--- src/hdl/assert_macros.svh ---
// ----------------------------------------------------------------------------
// assert_macros.svh
// Concurrent assertion shorthands shared by the mouse report encoder.
// ----------------------------------------------------------------------------
`ifndef ASSERT_MACROS_SVH
`define ASSERT_MACROS_SVH

// Implication checked at every rising clock edge outside reset.
`define ASSERT_IMPL(label, clk, rst, ante, cons) \
  label: assert property (@(posedge clk) disable iff (rst) (ante) |-> (cons)) \
    else $error("implication violated");

// Condition that must never be seen outside reset.
`define ASSERT_NEVER(label, clk, rst, cond) \
  label: assert property (@(posedge clk) disable iff (rst) !(cond)) \
    else $error("forbidden condition seen");

`endif

--- src/hdl/mre_pkg.sv ---
// ----------------------------------------------------------------------------
// mre_pkg
// Shared codes, report descriptor type and decimal helpers for the mouse
// report encoder.
// ----------------------------------------------------------------------------
package mre_pkg;

  // Configuration port
  localparam int unsigned CFG_INDEX_W = 1;
  localparam int unsigned CFG_DATA_W  = 3;
  localparam logic [CFG_INDEX_W-1:0] REG_TRACKING_MODE   = 1'b0;
  localparam logic [CFG_INDEX_W-1:0] REG_REPORT_ENCODING = 1'b1;

  // Tracking modes
  localparam logic [2:0] TRK_NONE   = 3'd0;
  localparam logic [2:0] TRK_X10    = 3'd1;
  localparam logic [2:0] TRK_NORMAL = 3'd2;
  localparam logic [2:0] TRK_BUTTON = 3'd3;
  localparam logic [2:0] TRK_ANY    = 3'd4;

  // Report encodings
  localparam logic [1:0] ENC_SIMPLE = 2'd0;
  localparam logic [1:0] ENC_UTF8   = 2'd1;
  localparam logic [1:0] ENC_SGR    = 2'd2;
  localparam logic [1:0] ENC_URXVT  = 2'd3;

  // Event kinds
  localparam logic [1:0] KIND_PRESS   = 2'd0;
  localparam logic [1:0] KIND_RELEASE = 2'd1;
  localparam logic [1:0] KIND_MOTION  = 2'd2;

  // Characters of the report
  localparam logic [7:0] CH_ESC      = 8'h1B;
  localparam logic [7:0] CH_LBRACKET = 8'h5B;
  localparam logic [7:0] CH_LT       = 8'h3C;
  localparam logic [7:0] CH_SEMI     = 8'h3B;
  localparam logic [7:0] CH_UPPER_M  = 8'h4D;
  localparam logic [7:0] CH_LOWER_M  = 8'h6D;
  localparam logic [7:0] CH_ZERO     = 8'h30;
  localparam logic [7:0] CODE_OFFSET = 8'd32;

  // Event code bits
  localparam logic [6:0] CODE_NONE   = 7'd3;
  localparam logic [6:0] CODE_WHEEL4 = 7'd64;
  localparam logic [6:0] CODE_WHEEL5 = 7'd65;
  localparam logic [6:0] BIT_SHIFT   = 7'd4;
  localparam logic [6:0] BIT_ALT     = 7'd8;
  localparam logic [6:0] BIT_CTRL    = 7'd16;
  localparam logic [6:0] BIT_MOTION  = 7'd32;

  // Hundreds, tens, units in slots 0, 1, 2
  typedef logic [2:0][3:0] dec_digits_t;

  // One report, as the back end replays it
  typedef struct packed {
    logic [1:0]              enc;
    logic [2:0][7:0]         raw;     // offset bytes for simple/utf8
    logic [2:0][2:0][3:0]    dig;     // decimal fields for sgr/urxvt
    logic [2:0][1:0]         start;   // first digit slot printed per field
    logic                    lower;   // sgr final byte is 'm'
  } desc_t;

  typedef enum logic [2:0] {
    ST_ESC,
    ST_BRACKET,
    ST_PREFIX,
    ST_FIELD,
    ST_SEP,
    ST_FINAL
  } seq_state_t;

  // Split a value up to 299 into decimal digits.
  function automatic dec_digits_t to_bcd(input logic [8:0] v);
    logic [1:0]  h;
    logic [6:0]  r;
    logic [13:0] prod;
    logic [3:0]  t;
    logic [6:0]  u;
    dec_digits_t d;
    if (v >= 9'd200) begin
      h = 2'd2;
      r = 7'(v - 9'd200);
    end else if (v >= 9'd100) begin
      h = 2'd1;
      r = 7'(v - 9'd100);
    end else begin
      h = 2'd0;
      r = v[6:0];
    end
    // r * 103 / 1024 equals r / 10 for r below 100
    prod = 14'(r) * 14'd103;
    t    = prod[13:10];
    u    = 7'(r - 7'({3'b000, t} * 7'd10));
    d[0] = {2'b00, h};
    d[1] = t;
    d[2] = u[3:0];
    return d;
  endfunction

  // Leading digit slot, so no leading zeros are sent.
  function automatic logic [1:0] first_digit(input logic [8:0] v);
    if (v >= 9'd100) begin
      return 2'd0;
    end else if (v >= 9'd10) begin
      return 2'd1;
    end
    return 2'd2;
  endfunction

endpackage

--- src/hdl/mouse_report_encoder.sv ---
// ----------------------------------------------------------------------------
// mouse_report_encoder: xterm mouse tracking report encoder.
// Accepted events are queued; the output sequencer sends one byte per cycle
// through the output register while out_ready holds. A report is 6 bytes
// (simple/utf8), up to 14 (urxvt) or 15 (sgr); reports follow back to back.
// Reset: tracking mode none, simple encoding, queue and output register empty.
// ----------------------------------------------------------------------------
module mouse_report_encoder (
  input  logic                            clk,
  input  logic                            rst,
  input  logic                            cfg_write,
  input  logic [mre_pkg::CFG_INDEX_W-1:0] cfg_index,
  input  logic [mre_pkg::CFG_DATA_W-1:0]  cfg_data,
  input  logic                            in_valid,
  output logic                            in_ready,
  input  logic [1:0]                      event_kind,
  input  logic [7:0]                      row,
  input  logic [7:0]                      column,
  input  logic [2:0]                      button,
  input  logic [3:0]                      modifiers,
  output logic                            out_valid,
  input  logic                            out_ready,
  output logic [7:0]                      out_byte,
  output logic                            last_byte
);

  logic           push, pop, q_full, head_valid;
  mre_pkg::desc_t push_desc, head_desc;

  mre_front u_front (
    .clk        (clk),
    .rst        (rst),
    .cfg_write  (cfg_write),
    .cfg_index  (cfg_index),
    .cfg_data   (cfg_data),
    .in_valid   (in_valid),
    .in_ready   (in_ready),
    .event_kind (event_kind),
    .row        (row),
    .column     (column),
    .button     (button),
    .modifiers  (modifiers),
    .q_full     (q_full),
    .push       (push),
    .push_desc  (push_desc)
  );

  mre_queue u_queue (
    .clk        (clk),
    .rst        (rst),
    .push       (push),
    .push_desc  (push_desc),
    .pop        (pop),
    .head_valid (head_valid),
    .head_desc  (head_desc),
    .full       (q_full)
  );

  mre_back u_back (
    .clk        (clk),
    .rst        (rst),
    .head_valid (head_valid),
    .head_desc  (head_desc),
    .pop        (pop),
    .out_valid  (out_valid),
    .out_ready  (out_ready),
    .out_byte   (out_byte),
    .last_byte  (last_byte)
  );

endmodule

--- src/hdl/mre_front.sv ---
// ----------------------------------------------------------------------------
// mre_front
// Holds the configuration, filters pointer events by tracking mode, builds
// the event code and prepares a report descriptor for the queue.
// ----------------------------------------------------------------------------
module mre_front (
  input  logic                               clk,
  input  logic                               rst,
  input  logic                               cfg_write,
  input  logic [mre_pkg::CFG_INDEX_W-1:0]    cfg_index,
  input  logic [mre_pkg::CFG_DATA_W-1:0]     cfg_data,
  input  logic                               in_valid,
  output logic                               in_ready,
  input  logic [1:0]                         event_kind,
  input  logic [7:0]                         row,
  input  logic [7:0]                         column,
  input  logic [2:0]                         button,
  input  logic [3:0]                         modifiers,
  input  logic                               q_full,
  output logic                               push,
  output mre_pkg::desc_t                     push_desc
);

  logic [2:0] tracking_mode;
  logic [1:0] report_encoding;

  always_ff @(posedge clk) begin
    if (rst) begin
      tracking_mode   <= mre_pkg::TRK_NONE;
      report_encoding <= mre_pkg::ENC_SIMPLE;
    end else if (cfg_write) begin
      case (cfg_index)
        mre_pkg::REG_TRACKING_MODE:   tracking_mode   <= cfg_data;
        mre_pkg::REG_REPORT_ENCODING: report_encoding <= cfg_data[1:0];
        default: ;
      endcase
    end
  end

  logic       is_press, is_rel, is_mot;
  logic       mode_ok, kind_ok, x10_ok, mot_ok, pass;
  logic [6:0] code;
  logic [8:0] x, y;
  logic [7:0] code_off;
  logic [2:0][8:0] dec_val;

  assign is_press = (event_kind == mre_pkg::KIND_PRESS);
  assign is_rel   = (event_kind == mre_pkg::KIND_RELEASE);
  assign is_mot   = (event_kind == mre_pkg::KIND_MOTION);

  assign mode_ok = (tracking_mode == mre_pkg::TRK_X10) ||
                   (tracking_mode == mre_pkg::TRK_NORMAL) ||
                   (tracking_mode == mre_pkg::TRK_BUTTON) ||
                   (tracking_mode == mre_pkg::TRK_ANY);
  assign kind_ok = is_press || is_rel || is_mot;
  assign x10_ok  = (tracking_mode != mre_pkg::TRK_X10) || (is_press && (button != 3'd0));
  assign mot_ok  = !is_mot || (tracking_mode == mre_pkg::TRK_ANY) ||
                   ((tracking_mode == mre_pkg::TRK_BUTTON) && (button != 3'd0));
  assign pass    = mode_ok && kind_ok && x10_ok && mot_ok;

  always_comb begin
    if (tracking_mode == mre_pkg::TRK_X10) begin
      code = {4'b0000, 3'(button - 3'd1)};
    end else begin
      if ((button == 3'd0) || (is_rel && (report_encoding != mre_pkg::ENC_SGR))) begin
        code = mre_pkg::CODE_NONE;
      end else begin
        case (button)
          3'd1:    code = 7'd0;
          3'd2:    code = 7'd1;
          3'd3:    code = 7'd2;
          3'd4:    code = mre_pkg::CODE_WHEEL4;
          3'd5:    code = mre_pkg::CODE_WHEEL5;
          default: code = 7'd0;
        endcase
      end
      if (modifiers[1])                 code = code | mre_pkg::BIT_SHIFT;
      if (modifiers[2] || modifiers[3]) code = code | mre_pkg::BIT_ALT;
      if (modifiers[0])                 code = code | mre_pkg::BIT_CTRL;
      if (is_mot)                       code = code | mre_pkg::BIT_MOTION;
    end
  end

  assign x        = {1'b0, column} + 9'd1;
  assign y        = {1'b0, row} + 9'd1;
  assign code_off = {1'b0, code} + mre_pkg::CODE_OFFSET;

  // SGR prints the plain code and full coordinates; URXVT the offset code and
  // coordinates wrapped to a byte.
  always_comb begin
    if (report_encoding == mre_pkg::ENC_SGR) begin
      dec_val[0] = {2'b00, code};
      dec_val[1] = x;
      dec_val[2] = y;
    end else begin
      dec_val[0] = {1'b0, code_off};
      dec_val[1] = {1'b0, x[7:0]};
      dec_val[2] = {1'b0, y[7:0]};
    end
  end

  always_comb begin
    push_desc.enc    = report_encoding;
    push_desc.raw[0] = code_off;
    push_desc.raw[1] = x[7:0] + mre_pkg::CODE_OFFSET;
    push_desc.raw[2] = y[7:0] + mre_pkg::CODE_OFFSET;
    for (int i = 0; i < 3; i++) begin
      push_desc.dig[i]   = mre_pkg::to_bcd(dec_val[i]);
      push_desc.start[i] = mre_pkg::first_digit(dec_val[i]);
    end
    push_desc.lower = !(is_press || (is_mot && (button != 3'd0)));
  end

  assign in_ready = !q_full;
  // Suppressed events are taken and dropped here.
  assign push     = in_valid && in_ready && pass;

endmodule

--- src/hdl/mre_queue.sv ---
// ----------------------------------------------------------------------------
// mre_queue
// Two-entry queue of report descriptors between front and back end.
// ----------------------------------------------------------------------------
`include "assert_macros.svh"

module mre_queue (
  input  logic           clk,
  input  logic           rst,
  input  logic           push,
  input  mre_pkg::desc_t push_desc,
  input  logic           pop,
  output logic           head_valid,
  output mre_pkg::desc_t head_desc,
  output logic           full
);

  mre_pkg::desc_t entry [2];
  logic           wr_ptr, rd_ptr;
  logic [1:0]     count;

  always_ff @(posedge clk) begin
    if (push) begin
      entry[wr_ptr] <= push_desc;
    end
  end

  always_ff @(posedge clk) begin
    if (rst) begin
      wr_ptr <= 1'b0;
      rd_ptr <= 1'b0;
      count  <= 2'd0;
    end else begin
      if (push) wr_ptr <= ~wr_ptr;
      if (pop)  rd_ptr <= ~rd_ptr;
      case ({push, pop})
        2'b10:   count <= count + 2'd1;
        2'b01:   count <= count - 2'd1;
        default: count <= count;
      endcase
    end
  end

  assign head_valid = (count != 2'd0);
  assign head_desc  = entry[rd_ptr];
  assign full       = (count == 2'd2);

  `ASSERT_NEVER(a_no_overflow, clk, rst, push && (count == 2'd2))
  `ASSERT_NEVER(a_no_underflow, clk, rst, pop && (count == 2'd0))

endmodule

--- src/hdl/mre_back.sv ---
// ----------------------------------------------------------------------------
// mre_back
// Byte sequencer: walks the head descriptor and sends one report byte per
// transfer through an output register.
// ----------------------------------------------------------------------------
`include "assert_macros.svh"

module mre_back (
  input  logic           clk,
  input  logic           rst,
  input  logic           head_valid,
  input  mre_pkg::desc_t head_desc,
  output logic           pop,
  output logic           out_valid,
  input  logic           out_ready,
  output logic [7:0]     out_byte,
  output logic           last_byte
);

  mre_pkg::seq_state_t st, st_next;
  logic [1:0] fld, fld_next, fld_inc;
  logic [1:0] dig, dig_next;
  logic [7:0] byte_val;
  logic       byte_last;
  logic       is_simple, is_sgr, is_urxvt;
  logic       load, emit;

  assign is_simple = (head_desc.enc == mre_pkg::ENC_SIMPLE) ||
                     (head_desc.enc == mre_pkg::ENC_UTF8);
  assign is_sgr    = (head_desc.enc == mre_pkg::ENC_SGR);
  assign is_urxvt  = (head_desc.enc == mre_pkg::ENC_URXVT);
  assign fld_inc   = fld + 2'd1;

  always_comb begin
    st_next   = st;
    fld_next  = fld;
    dig_next  = dig;
    byte_val  = mre_pkg::CH_ESC;
    byte_last = 1'b0;
    case (st)
      mre_pkg::ST_ESC: begin
        byte_val = mre_pkg::CH_ESC;
        st_next  = mre_pkg::ST_BRACKET;
      end
      mre_pkg::ST_BRACKET: begin
        byte_val = mre_pkg::CH_LBRACKET;
        fld_next = 2'd0;
        dig_next = head_desc.start[0];
        st_next  = is_urxvt ? mre_pkg::ST_FIELD : mre_pkg::ST_PREFIX;
      end
      mre_pkg::ST_PREFIX: begin
        byte_val = is_sgr ? mre_pkg::CH_LT : mre_pkg::CH_UPPER_M;
        fld_next = 2'd0;
        dig_next = head_desc.start[0];
        st_next  = mre_pkg::ST_FIELD;
      end
      mre_pkg::ST_FIELD: begin
        if (is_simple) begin
          byte_val = head_desc.raw[fld];
          if (fld == 2'd2) begin
            byte_last = 1'b1;
            fld_next  = 2'd0;
            st_next   = mre_pkg::ST_ESC;
          end else begin
            fld_next = fld_inc;
          end
        end else begin
          byte_val = mre_pkg::CH_ZERO + {4'b0000, head_desc.dig[fld][dig]};
          if (dig == 2'd2) begin
            st_next = (fld == 2'd2) ? mre_pkg::ST_FINAL : mre_pkg::ST_SEP;
          end else begin
            dig_next = dig + 2'd1;
          end
        end
      end
      mre_pkg::ST_SEP: begin
        byte_val = mre_pkg::CH_SEMI;
        fld_next = fld_inc;
        dig_next = head_desc.start[fld_inc];
        st_next  = mre_pkg::ST_FIELD;
      end
      mre_pkg::ST_FINAL: begin
        byte_val  = (is_sgr && head_desc.lower) ? mre_pkg::CH_LOWER_M : mre_pkg::CH_UPPER_M;
        byte_last = 1'b1;
        fld_next  = 2'd0;
        dig_next  = 2'd0;
        st_next   = mre_pkg::ST_ESC;
      end
      default: begin
        st_next  = mre_pkg::ST_ESC;
        fld_next = 2'd0;
        dig_next = 2'd0;
      end
    endcase
  end

  // Advance whenever a descriptor is waiting and the output register is free or being drained.
  assign load = !out_valid || out_ready;
  assign emit = load && head_valid;
  assign pop  = emit && byte_last;

  always_ff @(posedge clk) begin
    if (rst) begin
      st        <= mre_pkg::ST_ESC;
      fld       <= 2'd0;
      dig       <= 2'd0;
      out_valid <= 1'b0;
    end else begin
      if (emit) begin
        st        <= st_next;
        fld       <= fld_next;
        dig       <= dig_next;
        out_valid <= 1'b1;
      end else if (out_ready) begin
        out_valid <= 1'b0;
      end
    end
  end

  always_ff @(posedge clk) begin
    if (emit) begin
      out_byte  <= byte_val;
      last_byte <= byte_last;
    end
  end

  `ASSERT_IMPL(a_last_rewinds, clk, rst, out_valid && last_byte,
               (st == mre_pkg::ST_ESC) && (fld == 2'd0))

endmodule

--- config.mk ---
export PLATFORM = sky130hd
export DESIGN_NAME = mouse_report_encoder
export DESIGN_NICKNAME = d
export VERILOG_FILES = /design/src/hdl/mre_pkg.sv /design/src/hdl/mouse_report_encoder.sv /design/src/hdl/mre_front.sv /design/src/hdl/mre_queue.sv /design/src/hdl/mre_back.sv
export VERILOG_INCLUDE_DIRS = /design/src /design/src/hdl
export SDC_FILE = /design/constraint.sdc
export NUM_CORES = 1
export LEC_CHECK = 0
export BUFFER_PORTS_ARGS = -buffer_cell sky130_fd_sc_hd__buf_4
export CORE_ASPECT_RATIO = 1.1
export CORE_MARGIN = 10
export CORE_UTILIZATION = 55
export DETAILED_ROUTE_END_ITERATION = 10
export PLACE_DENSITY = 0.82
export SLEW_MARGIN = 20
export SYNTH_ARGS = -nofsm -noshare
export SYNTH_HDL_FRONTEND = slang
export SYNTH_SLANG_ARGS = --single-unit
--- constraint.sdc ---
create_clock -name clk -period 14.13 [get_ports clk]
set_input_delay 2.826 -clock clk [delete_from_list [all_inputs] [get_ports clk]]
set_output_delay 2.826 -clock clk [all_outputs]
set_load 0.1 [all_outputs]
==> results of run 1 <==
-- per-layer routing --
metal,wire [µm],vias up,GRT usage
met4,472,0,0.06473
met3,1188,36,0.02564
li1,-,3536,-
met5,0,-,0
met1,9241,3530,0.2170
met2,11620,226,0.3059
-- how the worst min path moves through the flow --
stage / from / to / slack, ps / cells past startpoint
finish: u_back.out_valid / u_back.out_valid / 500 / 2
CTS: u_back.out_valid / u_back.out_valid / 500 / 2
global route: u_back.out_valid / u_back.out_valid / 530 / 2
floorplan: u_front.report_encoding[0] / u_queue.entry[0][61] / 450 / 0
detailed placement: u_back.out_valid / u_back.out_valid / 490 / 2
global placement: u_back.out_valid / u_back.out_valid / 480 / 2
-- cells in the final DEF (no fill, tap or decap), types with 22 or more instances in the layout --
cell                       instances
sky130_fd_sc_hd__nor2_1           54
sky130_fd_sc_hd__xor2_1           23
sky130_fd_sc_hd__edfxtp_1        129
sky130_fd_sc_hd__fa_1             26
sky130_fd_sc_hd__a21oi_1          41
sky130_fd_sc_hd__inv_1           105
sky130_fd_sc_hd__mux2i_1          25
sky130_fd_sc_hd__buf_4            49
sky130_fd_sc_hd__nand2_1          56
sky130_fd_sc_hd__ha_1            153
sky130_fd_sc_hd__nand3_1          22
sky130_fd_sc_hd__xnor2_1          38
sky130_fd_sc_hd__o21ai_0          43
-- cell type report --
| type | count | share of cell area |
|---|---|---|
| repair buffers | 49 | 0.03092 |
| clock buffers | 26 | 0.04911 |
| well taps | 247 | 0.02598 |
| flip-flops and latches | 147 | 0.3560 |
| inverters | 105 | 0.03313 |
| multi-input cells | 673 | 0.5020 |
| clock inverters | 6 | 0.002839 |
-- critical path: cells and delay by family --
family	cells	cell delay [ps]
buffers and inverters	5	490
AOI/OAI and AO/OA	6	1470
adders and majority gates	8	2880
xor gates and xnor gates	5	1840
and+or+nand+nor	5	770
-- sequential cells by signal (all words and copies together), names as in the netlist, named ones only --
signal                   count
u_queue.entry              120
u_queue.count                2
u_back.out_byte              8
u_front.report_encoding      2
u_queue.wr_ptr               1
u_front.tracking_mode        3
u_back.out_valid             1
u_back.st                    3
u_back.last_byte             1
u_back.fld                   2
u_back.dig                   2
u_queue.rd_ptr               1
-- power groups by stage --
stage          Combinational, mW  Clock (mW)  Sequential [mW]
2_1_floorplan              0.929           0            0.672
3_3_place_gp                1.15           0            0.664
3_5_place_dp                1.22           0            0.667
4_1_cts                     1.24       0.454            0.658
5_1_grt                     1.41       0.472            0.661
6_report                    1.23       0.449            0.658
-- metrics by stage --
stage / cell area, µm² / hold slack (ps) / total power [mW] / instances
after floorplan: 10700 / 453.5 / 1.601 / 949
after global placement: 11280 / 476.5 / 1.814 / 1221
after detailed placement: 11280 / 488.9 / 1.884 / 1221
after CTS: 11900 / 498.6 / 2.356 / 1253
after global routing: 11900 / 525.2 / 2.541 / 1253
final: 11900 / 497.0 / 2.340 / 1253
-- kinds of logic (layout without fill, tap and decap cells) --
kind of cell,Yosys count,count (layout),share of synthesized area
DFF,147,147,0.3958
muxes,49,49,0.06936
adders and majority gates,179,179,0.2276
xor gates and xnor gates,64,64,0.05579
and+or+nand+nor,203,203,0.09182
AOI/OAI and AO/OA,178,178,0.1124
buffers and inverters,129,186,0.04725
==> impl_summary.txt, run 1 <==
----------------------------------------------------
[Logic synthesis]
  Most used flip-flop cell after synthesis ... sky130_fd_sc_hd__edfxtp_1
  Post-synthesis async set-or-reset flop share ... 0
  Area contributors post-synth ... sky130_fd_sc_hd__edfxtp_1 36%, sky130_fd_sc_hd__ha_1 18%, sky130_fd_sc_hd__fa_1 4.9%
  Sequential share of the synthesized area ... 0.3958
  Flip-flop and latch count after synthesis ... ~150
  Number of flops mapped to enable cells by yosys ... 129
  Most numerous cell in the Yosys netlist ... sky130_fd_sc_hd__ha_1
  Cell taking the most area after synthesis ... sky130_fd_sc_hd__edfxtp_1
  Synthesized area per cell ... 11.27 µm²
  Synthesized cell area ... about 11,000 µm²
  Number of synthesis warnings ... 0
  Unique masters post-synth ... 78
  Area share of the largest cell type after synthesis ... 0.3621
  Synthesized instance count ... 949
  Net Count, Synth ... 1,162
  Most numerous cell types in the synthesized netlist ... 153 x sky130_fd_sc_hd__ha_1, 129 x sky130_fd_sc_hd__edfxtp_1, 105 x sky130_fd_sc_hd__inv_1

[Setup path]
  Critical Path AT ... 10,290 ps
  Timing startpoint of the critical path ... row[4]
  Critical Path RT ... 14,280 ps
  Setup slack of the worst register-to-register path ... 6870 ps
  Worst r2r dst ... u_queue.entry[0][16]
  Largest stage delay on the critical path ... 530 ps
  Critical path startpoint category ... input port
  Capture point of the worst path ... u_queue.entry[1][36]
  Critical Path Fanout Max ... 9
  Reg-to-reg critical path startpoint ... u_front.tracking_mode[2]
  Classification of the worst setup path ... input port to flip-flop
  CP max stage cell ... sky130_fd_sc_hd__fa_1
  Reg2Reg Depth ... 26
  Critical path capture point type ... flip-flop
  Cell with the most instances on the worst path ... sky130_fd_sc_hd__ha_1

[STA]
  Layout Skew ... ~5.2 ps
  Max-slew violation total from the final report ... 0
  Worst max-slew margin expressed relative to the limit ... 0.2911
  Time the final worst path needs with I/O delays and setup ... 10,140 ps
  Hold Vio Cnt, Final ... 0
  Max Freq ... 0.09861 GHz
  Final setup margin ... roughly 4000 ps
  Setup repair after global routing missed its margin ... no
  Post-route clock period utilization ... 0.7177
  Slew at the pin closest to its max-slew limit ... 1056 ps
  Final setup violation count ... 0
  Post-route setup TNS ... 0 ps

[Clock network]
  CTS tree ... done
  Deepest level of the CTS H-tree ... 4
  Cell at the root of the clock tree ... sky130_fd_sc_hd__clkbuf_16
  Number of buffers added by the clock tree synthesis step ... 17
  Gates resized, CTS repair ... 0
  Clock input transition at the sequential cells of the worst setup and hold paths ... 60 ps
  Clock latency at the later pin of the worst-skew pair ... around 410 ps
  Total of hold buffers inserted after clock tree synthesis ... 0
  Worst-case clock buffer depth ... 2
  Number of setup buffers added after CTS ... 0
  Number of clock sinks ... 147

[Final layout]
  Fraction of the core area covered by cells at the end of the flow ... 0.6230
  Multi-input gate area in the final layout ... ~6000 µm²
  Nets ... roughly 1,200
  Fill cell instance count of the final layout ... roughly 1,400
  Footprint of the flip-flops and latches ... 4235 µm²
  Share of cells above drive strength 1 ... 0.1272
  Antenna diodes ... 0
  Signed area change from the synthesized netlist to the final layout ... 11.22%

[Floorplan]
  Total I/O pin count ... 45
  Height of the chip ... approximately 170 µm
  Die extent in x ... 153.0 µm
  Core area ... 19,100 µm²
  Starting Density ... 0.5601
  Full die area ... 25,440 µm²
  Placement row count ... 53

[Placed design]
  Worst slack at placement ... 3740 ps
  Port bufs ... between 40 and 50
  DP HPWL ... 16,980 µm
  Gp weighted congestion ... roughly 0.91

[Min path]
  Hold/Removal Path Class ... flip-flop to flip-flop

[Route]
  DRC ... 0
  Post-DRT Antenna Nets ... 0
  Via/cell ratio ... 5.848
  Number of detailed-routing iterations run before antenna repair ... 6
  Number of vias after detailed routing ... about 7,300
  Drt first-iter violations ... between 600 and 700
  Mean routed wirelength per cell ... 17.98 µm
  Routed wire length ... 22,530 µm

[Power]
  Share of power burned in the clock network ... 0.192
  Seq pwr share ... 0.281
  Worst supply voltage drop on vdd ... ~0.14 mV
  Power Internal ... 1.476 mW
  Relative contribution of combinational cells to total power ... 0.527
  Power density normalized to cell area ... ~200 nW/µm²
  Sw frac ... 0.3691
  Net switching power ... 863.8 µW
  Leakage Power ... 4.929 nW

[Flow run]
  Max-cap check violation count ... 0

[Global route]
  Overall track demand over capacity in global routing ... 0.1763
  Remaining Overflow, GRT ... 0
  Via count of the first global-routing pass ... around 7,400
  Largest net degree at the start of global routing ... 61
  First-pass GRT wire length ... 37,240 µm
  Initial antenna violation count ... 0

[Run status]
  Status ... complete, no violations

----------------------------------------------------
Power figures use the tool's default switching activity.
==> inputs of run 2 (changes only) <==
--- a/config.mk
+++ b/config.mk
@@ -6,12 +6,13 @@
 export SDC_FILE = /design/constraint.sdc
 export NUM_CORES = 1
 export LEC_CHECK = 0
+export ABC_AREA = 1
 export BUFFER_PORTS_ARGS = -buffer_cell sky130_fd_sc_hd__buf_4
 export CORE_ASPECT_RATIO = 1.1
 export CORE_MARGIN = 10
 export CORE_UTILIZATION = 55
 export DETAILED_ROUTE_END_ITERATION = 10
-export PLACE_DENSITY = 0.82
+export PLACE_DENSITY = 0.85
 export SLEW_MARGIN = 20
 export SYNTH_ARGS = -nofsm -noshare
 export SYNTH_HDL_FRONTEND = slang
==> constraint.sdc (replaced) <==
create_clock -name clk -period 8.37 [get_ports clk]
set_input_delay 1.674 -clock clk [delete_from_list [all_inputs] [get_ports clk]]
set_output_delay 1.674 -clock clk [all_outputs]
set_load 0.1 [all_outputs]
==> impl_summary.txt, run 2 <==
----------------------------------------------------
[Run status]
  Status ... complete, no violations

[Setup path]
  Critical Path Fanout Max ... 10
  Critical path capture point type ... flip-flop
  Count of buffering cells on the critical path with inverters included ... 8
  Cell with the most instances on the worst path ... sky130_fd_sc_hd__nand2_1
  CP delay by family, top ... adder cells
  Classification of the worst setup path ... input port to flip-flop
  Critical path startpoint category ... input port
  Critical Path AT ... 7870 ps
  CP max stage cell ... sky130_fd_sc_hd__fa_1
  Largest stage delay on the critical path ... 530 ps
  Critical Path RT ... 8540 ps

[Power]
  Power Internal ... approximately 2.3 mW
  Sw frac ... 0.4263
  Relative contribution of combinational cells to total power ... 0.552
  Net switching power ... roughly 1.7 mW
  Pwr Total ... a little over 4 mW
  Leakage Power ... 5.843 nW
  Power density normalized to cell area ... 327.2 nW/µm²
  Seq pwr share ... 0.257
  Worst supply voltage drop on vdd ... about 0.23 mV
  Share of power burned in the clock network ... 0.192

[Placed design]
  Post-placement cell count ... 1,587
  Gp weighted congestion ... 0.9159
  Worst slack at placement ... about 250 ps
  DP HPWL ... between 15,000 and 20,000 µm
  Port bufs ... 44
  Cell area after placement ... 11,900 µm²

[Final layout]
  Signed area change from the synthesized netlist to the final layout ... 10.85%
  Fraction of the core area covered by cells at the end of the flow ... 0.6256
  Number of flip-flops in the largest register ... 120
  Antenna diodes ... 0
  Share of cells above drive strength 1 ... 0.1105
  Post-layout instance count excluding filler cells ... 1,619
  Leading cell types in the layout, fill and taps excluded ... 279 x sky130_fd_sc_hd__nand2_1, 179 x sky130_fd_sc_hd__inv_1, 153 x sky130_fd_sc_hd__ha_1
  Footprint of the flip-flops and latches ... 4235 µm²
  Multi-input gate area in the final layout ... 6230 µm²
  Fill cell instance count of the final layout ... 1,622
  Register name with the most flops ... u_queue.entry
  Final cell area excluding filler cells ... 12,510 µm²
  Nets ... 1,567
  Regs by FF count ... u_queue.entry x120, u_back.out_byte x8
  Most common cell after layout, fill and taps aside ... sky130_fd_sc_hd__nand2_1

[Clock network]
  Cell at the root of the clock tree ... sky130_fd_sc_hd__clkbuf_16
  Deepest level of the CTS H-tree ... 4
  Worst-case clock buffer depth ... 2
  Number of buffers added by the clock tree synthesis step ... 17
  Gates resized, CTS repair ... 0
  Clock input transition at the sequential cells of the worst setup and hold paths ... 60 ps
  Clock latency at the later pin of the worst-skew pair ... 430 ps
  CTS tree ... done
  Number of clock sinks ... approximately 150
  Number of setup buffers added after CTS ... 0
  Total of hold buffers inserted after clock tree synthesis ... 0

[Global route]
  Remaining Overflow, GRT ... 0
  Overall track demand over capacity in global routing ... 0.1998
  First-pass GRT wire length ... roughly 44,000 µm
  Initial antenna violation count ... 0
  Via count of the first global-routing pass ... 8,922
  Largest net degree at the start of global routing ... 62

[STA]
  Min Hold Slack ... approximately 490 ps
  Layout Skew ... 11.55 ps
  Max Freq ... 0.1299 GHz
  Final setup margin ... 669.3 ps
  Post-route setup TNS ... 0 ps
  Max-slew violation total from the final report ... 0
  Time the final worst path needs with I/O delays and setup ... between 7000 and 8000 ps
  Worst max-slew margin expressed relative to the limit ... 0.2869
  Final setup violation count ... 0
  Setup repair after global routing missed its margin ... no
  Hold Vio Cnt, Final ... 0
  Post-route clock period utilization ... 0.9200
  Slew at the pin closest to its max-slew limit ... 1068 ps

[Floorplan]
  Height of the chip ... 170.2 µm
  Core area ... 20,000 µm²
  Placement row count ... 54
  Die extent in x ... roughly 160 µm
  Starting Density ... 0.5643
  Total I/O pin count ... 45
  Full die area ... 26,660 µm²

[Route]
  Via/cell ratio ... 5.608
  Number of detailed-routing iterations run before antenna repair ... 5
  Number of vias after detailed routing ... 9,080
  Mean routed wirelength per cell ... 16.21 µm
  Routed wire length ... 26,240 µm
  Post-DRT Antenna Nets ... 0
  DRC ... 0
  Drt first-iter violations ... 951

[Logic synthesis]
  Unique masters post-synth ... between 50 and 60
  Net Count, Synth ... 1,520
  Synthesized area per cell ... 8.635 µm²
  Number of flops mapped to enable cells by yosys ... 129
  Number of synthesis warnings ... 0
  Most used flip-flop cell after synthesis ... sky130_fd_sc_hd__edfxtp_1
  Post-synthesis async set-or-reset flop share ... 0
  Area contributors post-synth ... sky130_fd_sc_hd__edfxtp_1 34%, sky130_fd_sc_hd__ha_1 17%, sky130_fd_sc_hd__nand2_1 9.3%
  Most numerous cell types in the synthesized netlist ... 280 x sky130_fd_sc_hd__nand2_1, 179 x sky130_fd_sc_hd__inv_1, 153 x sky130_fd_sc_hd__ha_1
  Synthesized instance count ... 1,307
  Sequential share of the synthesized area ... 0.3752
  Flip-flop and latch count after synthesis ... 147
  Area share of the largest cell type after synthesis ... 0.3432
  Most numerous cell in the Yosys netlist ... sky130_fd_sc_hd__nand2_1
  Synthesized cell area ... 11,290 µm²
  Cell taking the most area after synthesis ... sky130_fd_sc_hd__edfxtp_1

[Min path]
  Hold/Removal Path Class ... flip-flop to flip-flop

[Flow run]
  Max-cap check violation count ... 0

----------------------------------------------------
==> run 2: worst paths after layout <==
kind / slack (ps) / cells after the start / start / end
max: 670 / 38 / row[0] / u_queue.entry[0][36]
min reg2reg: 490 / 2 / u_back.st[0] / u_back.st[0]
max reg2reg: 2070 / 38 / u_front.report_encoding[0] / u_queue.entry[0][16]
min: 490 / 2 / u_back.st[0] / u_back.st[0]
==> run 2: kinds of logic (layout without fill, tap and decap cells) <==
logic type	after synthesis	in the layout	synth area share
AND/OR/NAND/NOR	530	530	0.2047
AO/OA/AOI/OAI	196	196	0.1020
buffers and inverters	220	280	0.07461
adder cells (fa/ha/maj)	179	179	0.2157
flip-flops	147	147	0.3752
XOR/XNOR	35	35	0.02783
==> run 2: final cells by class <==
type	instances	area share
repair buffers	51	0.03060
clock inverters	14	0.01400
well taps	252	0.02520
multi-input cells	940	0.4980
flip-flops and latches	147	0.3385
clock buffers	18	0.03430
inverters	197	0.05941
==> run 2: worst register-to-register path: cells and delay by family (launching register included) <==
family | cells | cell delay, ps
AO/OA/AOI/OAI | 2 | 260
AND/OR/NAND/NOR | 22 | 2270
buffers and inverters | 7 | 520
flip-flops | 1 | 370
adder cells (fa/ha/maj) | 7 | 2630
==> run 2: layer usage <==
metal	part of all wire	GRT usage	wire, µm	vias to the layer above
met3	0.068	0.02774	1788	67
met5	0	0	0	-
met4	0.034	0.08214	884	0
met2	0.48	0.3337	12600	369
met1	0.42	0.2554	10970	4212
li1	-	-	-	4432
==> run 2: power by group through the flow <==
stage | sequential (mW) | clock [mW] | combinational, mW
finish | 1.05 | 0.785 | 2.26
floorplan | 1.07 | 0 | 1.67
global placement | 1.06 | 0 | 2.13
CTS | 1.05 | 0.786 | 2.25
global route | 1.05 | 0.820 | 2.62
detailed placement | 1.06 | 0 | 2.23
==> inputs of run 3 (changes only) <==
--- a/config.mk
+++ b/config.mk
@@ -13,7 +13,9 @@
 export CORE_UTILIZATION = 55
 export DETAILED_ROUTE_END_ITERATION = 10
 export PLACE_DENSITY = 0.85
+export REMOVE_ABC_BUFFERS = 1
 export SLEW_MARGIN = 20
 export SYNTH_ARGS = -nofsm -noshare
 export SYNTH_HDL_FRONTEND = slang
+export SYNTH_HIERARCHICAL = 1
 export SYNTH_SLANG_ARGS = --single-unit
==> impl_summary.txt, run 3 <==
----------------------------------------------------
[Run status]
  Status ... complete, no violations

[Global route]
  First-pass GRT wire length ... 42,860 µm
  Via count of the first global-routing pass ... 8,796
  Initial antenna violation count ... 0
  Remaining Overflow, GRT ... 0
  Largest net degree at the start of global routing ... 71
  Overall track demand over capacity in global routing ... 0.1801

[Setup path]
  Critical Path AT ... 7880 ps
  CP delay by family, top ... adder cells
  Reg2Reg Depth ... 33
  Setup slack of the worst register-to-register path ... 1880 ps
  Critical Path RT ... 8540 ps
  Critical path startpoint category ... input port
  Worst r2r dst ... u_queue/entry[1][18]
  Critical Path Fanout Max ... 9
  Largest stage delay on the critical path ... approximately 540 ps
  Cell with the most instances on the worst path ... sky130_fd_sc_hd__nand2_1
  Critical path capture point type ... flip-flop
  CP max stage cell ... sky130_fd_sc_hd__fa_1
  Classification of the worst setup path ... input port to flip-flop
  Reg-to-reg critical path startpoint ... u_front/report_encoding[0]
  Count of buffering cells on the critical path with inverters included ... 7

[STA]
  Worst max-slew margin expressed relative to the limit ... 0.3376
  Max-slew violation total from the final report ... 0
  Time the final worst path needs with I/O delays and setup ... 7703 ps
  Final setup violation count ... 0
  Max Freq ... 0.1298 GHz
  Layout Skew ... 11.85 ps
  Min Hold Slack ... 482.0 ps
  Setup repair after global routing missed its margin ... no
  Final setup margin ... 666.8 ps
  Hold Vio Cnt, Final ... 0
  Post-route clock period utilization ... 0.9203
  Post-route setup TNS ... 0 ps
  Slew at the pin closest to its max-slew limit ... 993.6 ps

[Final layout]
  Share of cells above drive strength 1 ... 0.1791
  Regs by FF count ... u_queue/entry x138, u_back/out_byte x8
  Most common cell after layout, fill and taps aside ... sky130_fd_sc_hd__nand2_1
  Fill cell instance count of the final layout ... 1,744
  Number of flip-flops in the largest register ... ~140
  Leading cell types in the layout, fill and taps excluded ... 267 x sky130_fd_sc_hd__nand2_1, 175 x sky130_fd_sc_hd__inv_1, 156 x sky130_fd_sc_hd__ha_1
  Antenna diodes ... 0
  Signed area change from the synthesized netlist to the final layout ... 9.668%
  Fraction of the core area covered by cells at the end of the flow ... 0.6156
  Register name with the most flops ... u_queue/entry
  Nets ... 1,571

[Clock network]
  Gates resized, CTS repair ... 0
  Clock latency at the later pin of the worst-skew pair ... approximately 430 ps
  Cell at the root of the clock tree ... sky130_fd_sc_hd__clkbuf_16
  Number of setup buffers added after CTS ... 0
  Number of clock sinks ... 165
  CTS tree ... done
  Deepest level of the CTS H-tree ... 4
  Total of hold buffers inserted after clock tree synthesis ... 0
  Clock input transition at the sequential cells of the worst setup and hold paths ... 70 ps
  Number of buffers added by the clock tree synthesis step ... 17
  Worst-case clock buffer depth ... 2

[Logic synthesis]
  Arithmetic-cell share of the synthesized area counting full adders, half adders and majority gates ... 0.1980
  Post-synthesis xor/xnor area fraction ... 0.03156
  Sequential share of the synthesized area ... 0.3823
  Dominant combinational cell family by area after synthesis ... adder cells
  Post-synthesis compound-gate area fraction ... 0.06622
  Most numerous cell types in the synthesized netlist ... 267 x sky130_fd_sc_hd__nand2_1, 176 x sky130_fd_sc_hd__inv_1, 156 x sky130_fd_sc_hd__ha_1
  Synthesized cell area ... 12,490 µm²
  Cell taking the most area after synthesis ... sky130_fd_sc_hd__edfxtp_1
  Area contributors post-synth ... sky130_fd_sc_hd__edfxtp_1 35%, sky130_fd_sc_hd__ha_1 16%, sky130_fd_sc_hd__nand2_1 8.0%
  Flip-flop and latch count after synthesis ... 165
  Share of synthesized area spent on multiplexers ... 0.06602
  Fraction of the mapped netlist area in simple logic gates ... 0.1773
  Area share of the largest cell type after synthesis ... 0.3534
  Post-synthesis async set-or-reset flop share ... 0
  Number of synthesis warnings ... 6
  Number of flops mapped to enable cells by yosys ... 147
  Most numerous cell in the Yosys netlist ... sky130_fd_sc_hd__nand2_1
  Most used flip-flop cell after synthesis ... sky130_fd_sc_hd__edfxtp_1
  Synthesized area per cell ... 9.549 µm²
  Synthesized instance count ... between 1,000 and 1,500
  Unique masters post-synth ... 62

[Power]
  Worst supply voltage drop on vdd ... 0.2392 mV
  Power density normalized to cell area ... 307.7 nW/µm²
  Leakage Power ... about 6.3 nW
  Pwr Total ... 4.215 mW

[Floorplan]
  Placement row count ... 57
  Core area ... between 20,000 and 25,000 µm²
  Die extent in x ... between 150 and 200 µm
  Full die area ... 29,140 µm²
  Total I/O pin count ... between 40 and 50
  Height of the chip ... roughly 180 µm
  Starting Density ... 0.5613

[Route]
  Number of detailed-routing iterations run before antenna repair ... 5
  Drt first-iter violations ... 710
  Mean routed wirelength per cell ... 15.55 µm
  Via/cell ratio ... 5.356
  Number of vias after detailed routing ... 8,907
  Post-DRT Antenna Nets ... 0
  Routed wire length ... 25,850 µm
  DRC ... 0

[Placed design]
  Port bufs ... 44
  Worst slack at placement ... 270.2 ps
  DP HPWL ... approximately 20,000 µm
  Gp weighted congestion ... roughly 0.95

[Flow run]
  Max-cap check violation count ... 0

[Min path]
  Hold Startpoint ... u_front/report_encoding[0]
  Endpoint of the worst hold-timing path ... u_queue/entry[1][67]
  Min-Delay Path Depth ... 0
  Hold/Removal Path Class ... flip-flop to flip-flop

----------------------------------------------------
[run 3: changes by cell type after synthesis, moves of 14 or more]
cell	previous run	this run
sky130_fd_sc_hd__clkbuf_1	16	1
sky130_fd_sc_hd__o22ai_1	15	1
sky130_fd_sc_hd__o21ai_0	77	38
sky130_fd_sc_hd__mux2_2	0	59
sky130_fd_sc_hd__nor2_1	131	93
sky130_fd_sc_hd__edfxtp_1	129	147
[run 3: per-layer routing]
layer / wire, µm / vias up / track usage
met4: 501 / 0 / 0.05887
met5: 0 / - / 0
met2: 13320 / 256 / 0.3180
li1: - / 4428 / -
met1: 10850 / 4187 / 0.2210
met3: 1183 / 36 / 0.02605
[run 3: cell type report]
| class | instances | area, µm² | share of cell area |
|---|---|---|---|
| tap | 295 | 369.1 | 0.02695 |
| clock buffer | 18 | 429.2 | 0.03133 |
| inverter | 201 | 762.0 | 0.05563 |
| multi-input combinational | 919 | 6763 | 0.4937 |
| clock inverter | 14 | 215.2 | 0.01571 |
| timing repair buffer | 51 | 382.9 | 0.02795 |
| sequential | 165 | 4776 | 0.3487 |
[run 3: cell families (layout without fill, tap and decap cells)]
family / Yosys count / after routing
AND/OR/NAND/NOR: 483 / 483
buffers and inverters: 229 / 284
adder cells (fa/ha/maj): 182 / 182
flip-flops: 165 / 165
AO/OA/AOI/OAI: 136 / 136
multiplexers: 70 / 70
XOR/XNOR: 42 / 42
other: 1 / 6
[run 3: how the worst max path moves through the flow]
stage | startpoint | cells after the start | slack, ps | to
2_1_floorplan | row[0] | 38 | 940 | u_queue/entry[0][42]
3_3_place_gp | row[0] | 37 | 570 | u_queue/entry[0][42]
3_5_place_dp | row[0] | 40 | 270 | u_queue/entry[0][42]
4_1_cts | row[0] | 40 | 680 | u_queue/entry[1][42]
5_1_grt | column[0] | 40 | 20 | u_queue/entry[0][30]
6_report | row[0] | 40 | 670 | u_queue/entry[1][42]
[run 3: through the flow]
step / instance area (µm²) / instances
floorplan: 12290 / 1285
global placement: 13050 / 1631
detailed placement: 13050 / 1631
CTS: 13700 / 1663
global route: 13700 / 1663
finish: 13700 / 1663
[run 3: report_power, final]
| group | internal (mW) | switching [mW] | total (mW) |
|---|---|---|---|
| clock | 0.509 | 0.330 | 0.840 |
| sequential | 1.14 | 0.0171 | 1.15 |
| combinational | 0.827 | 1.39 | 2.22 |
| total | 2.47 | 1.74 | 4.21 |
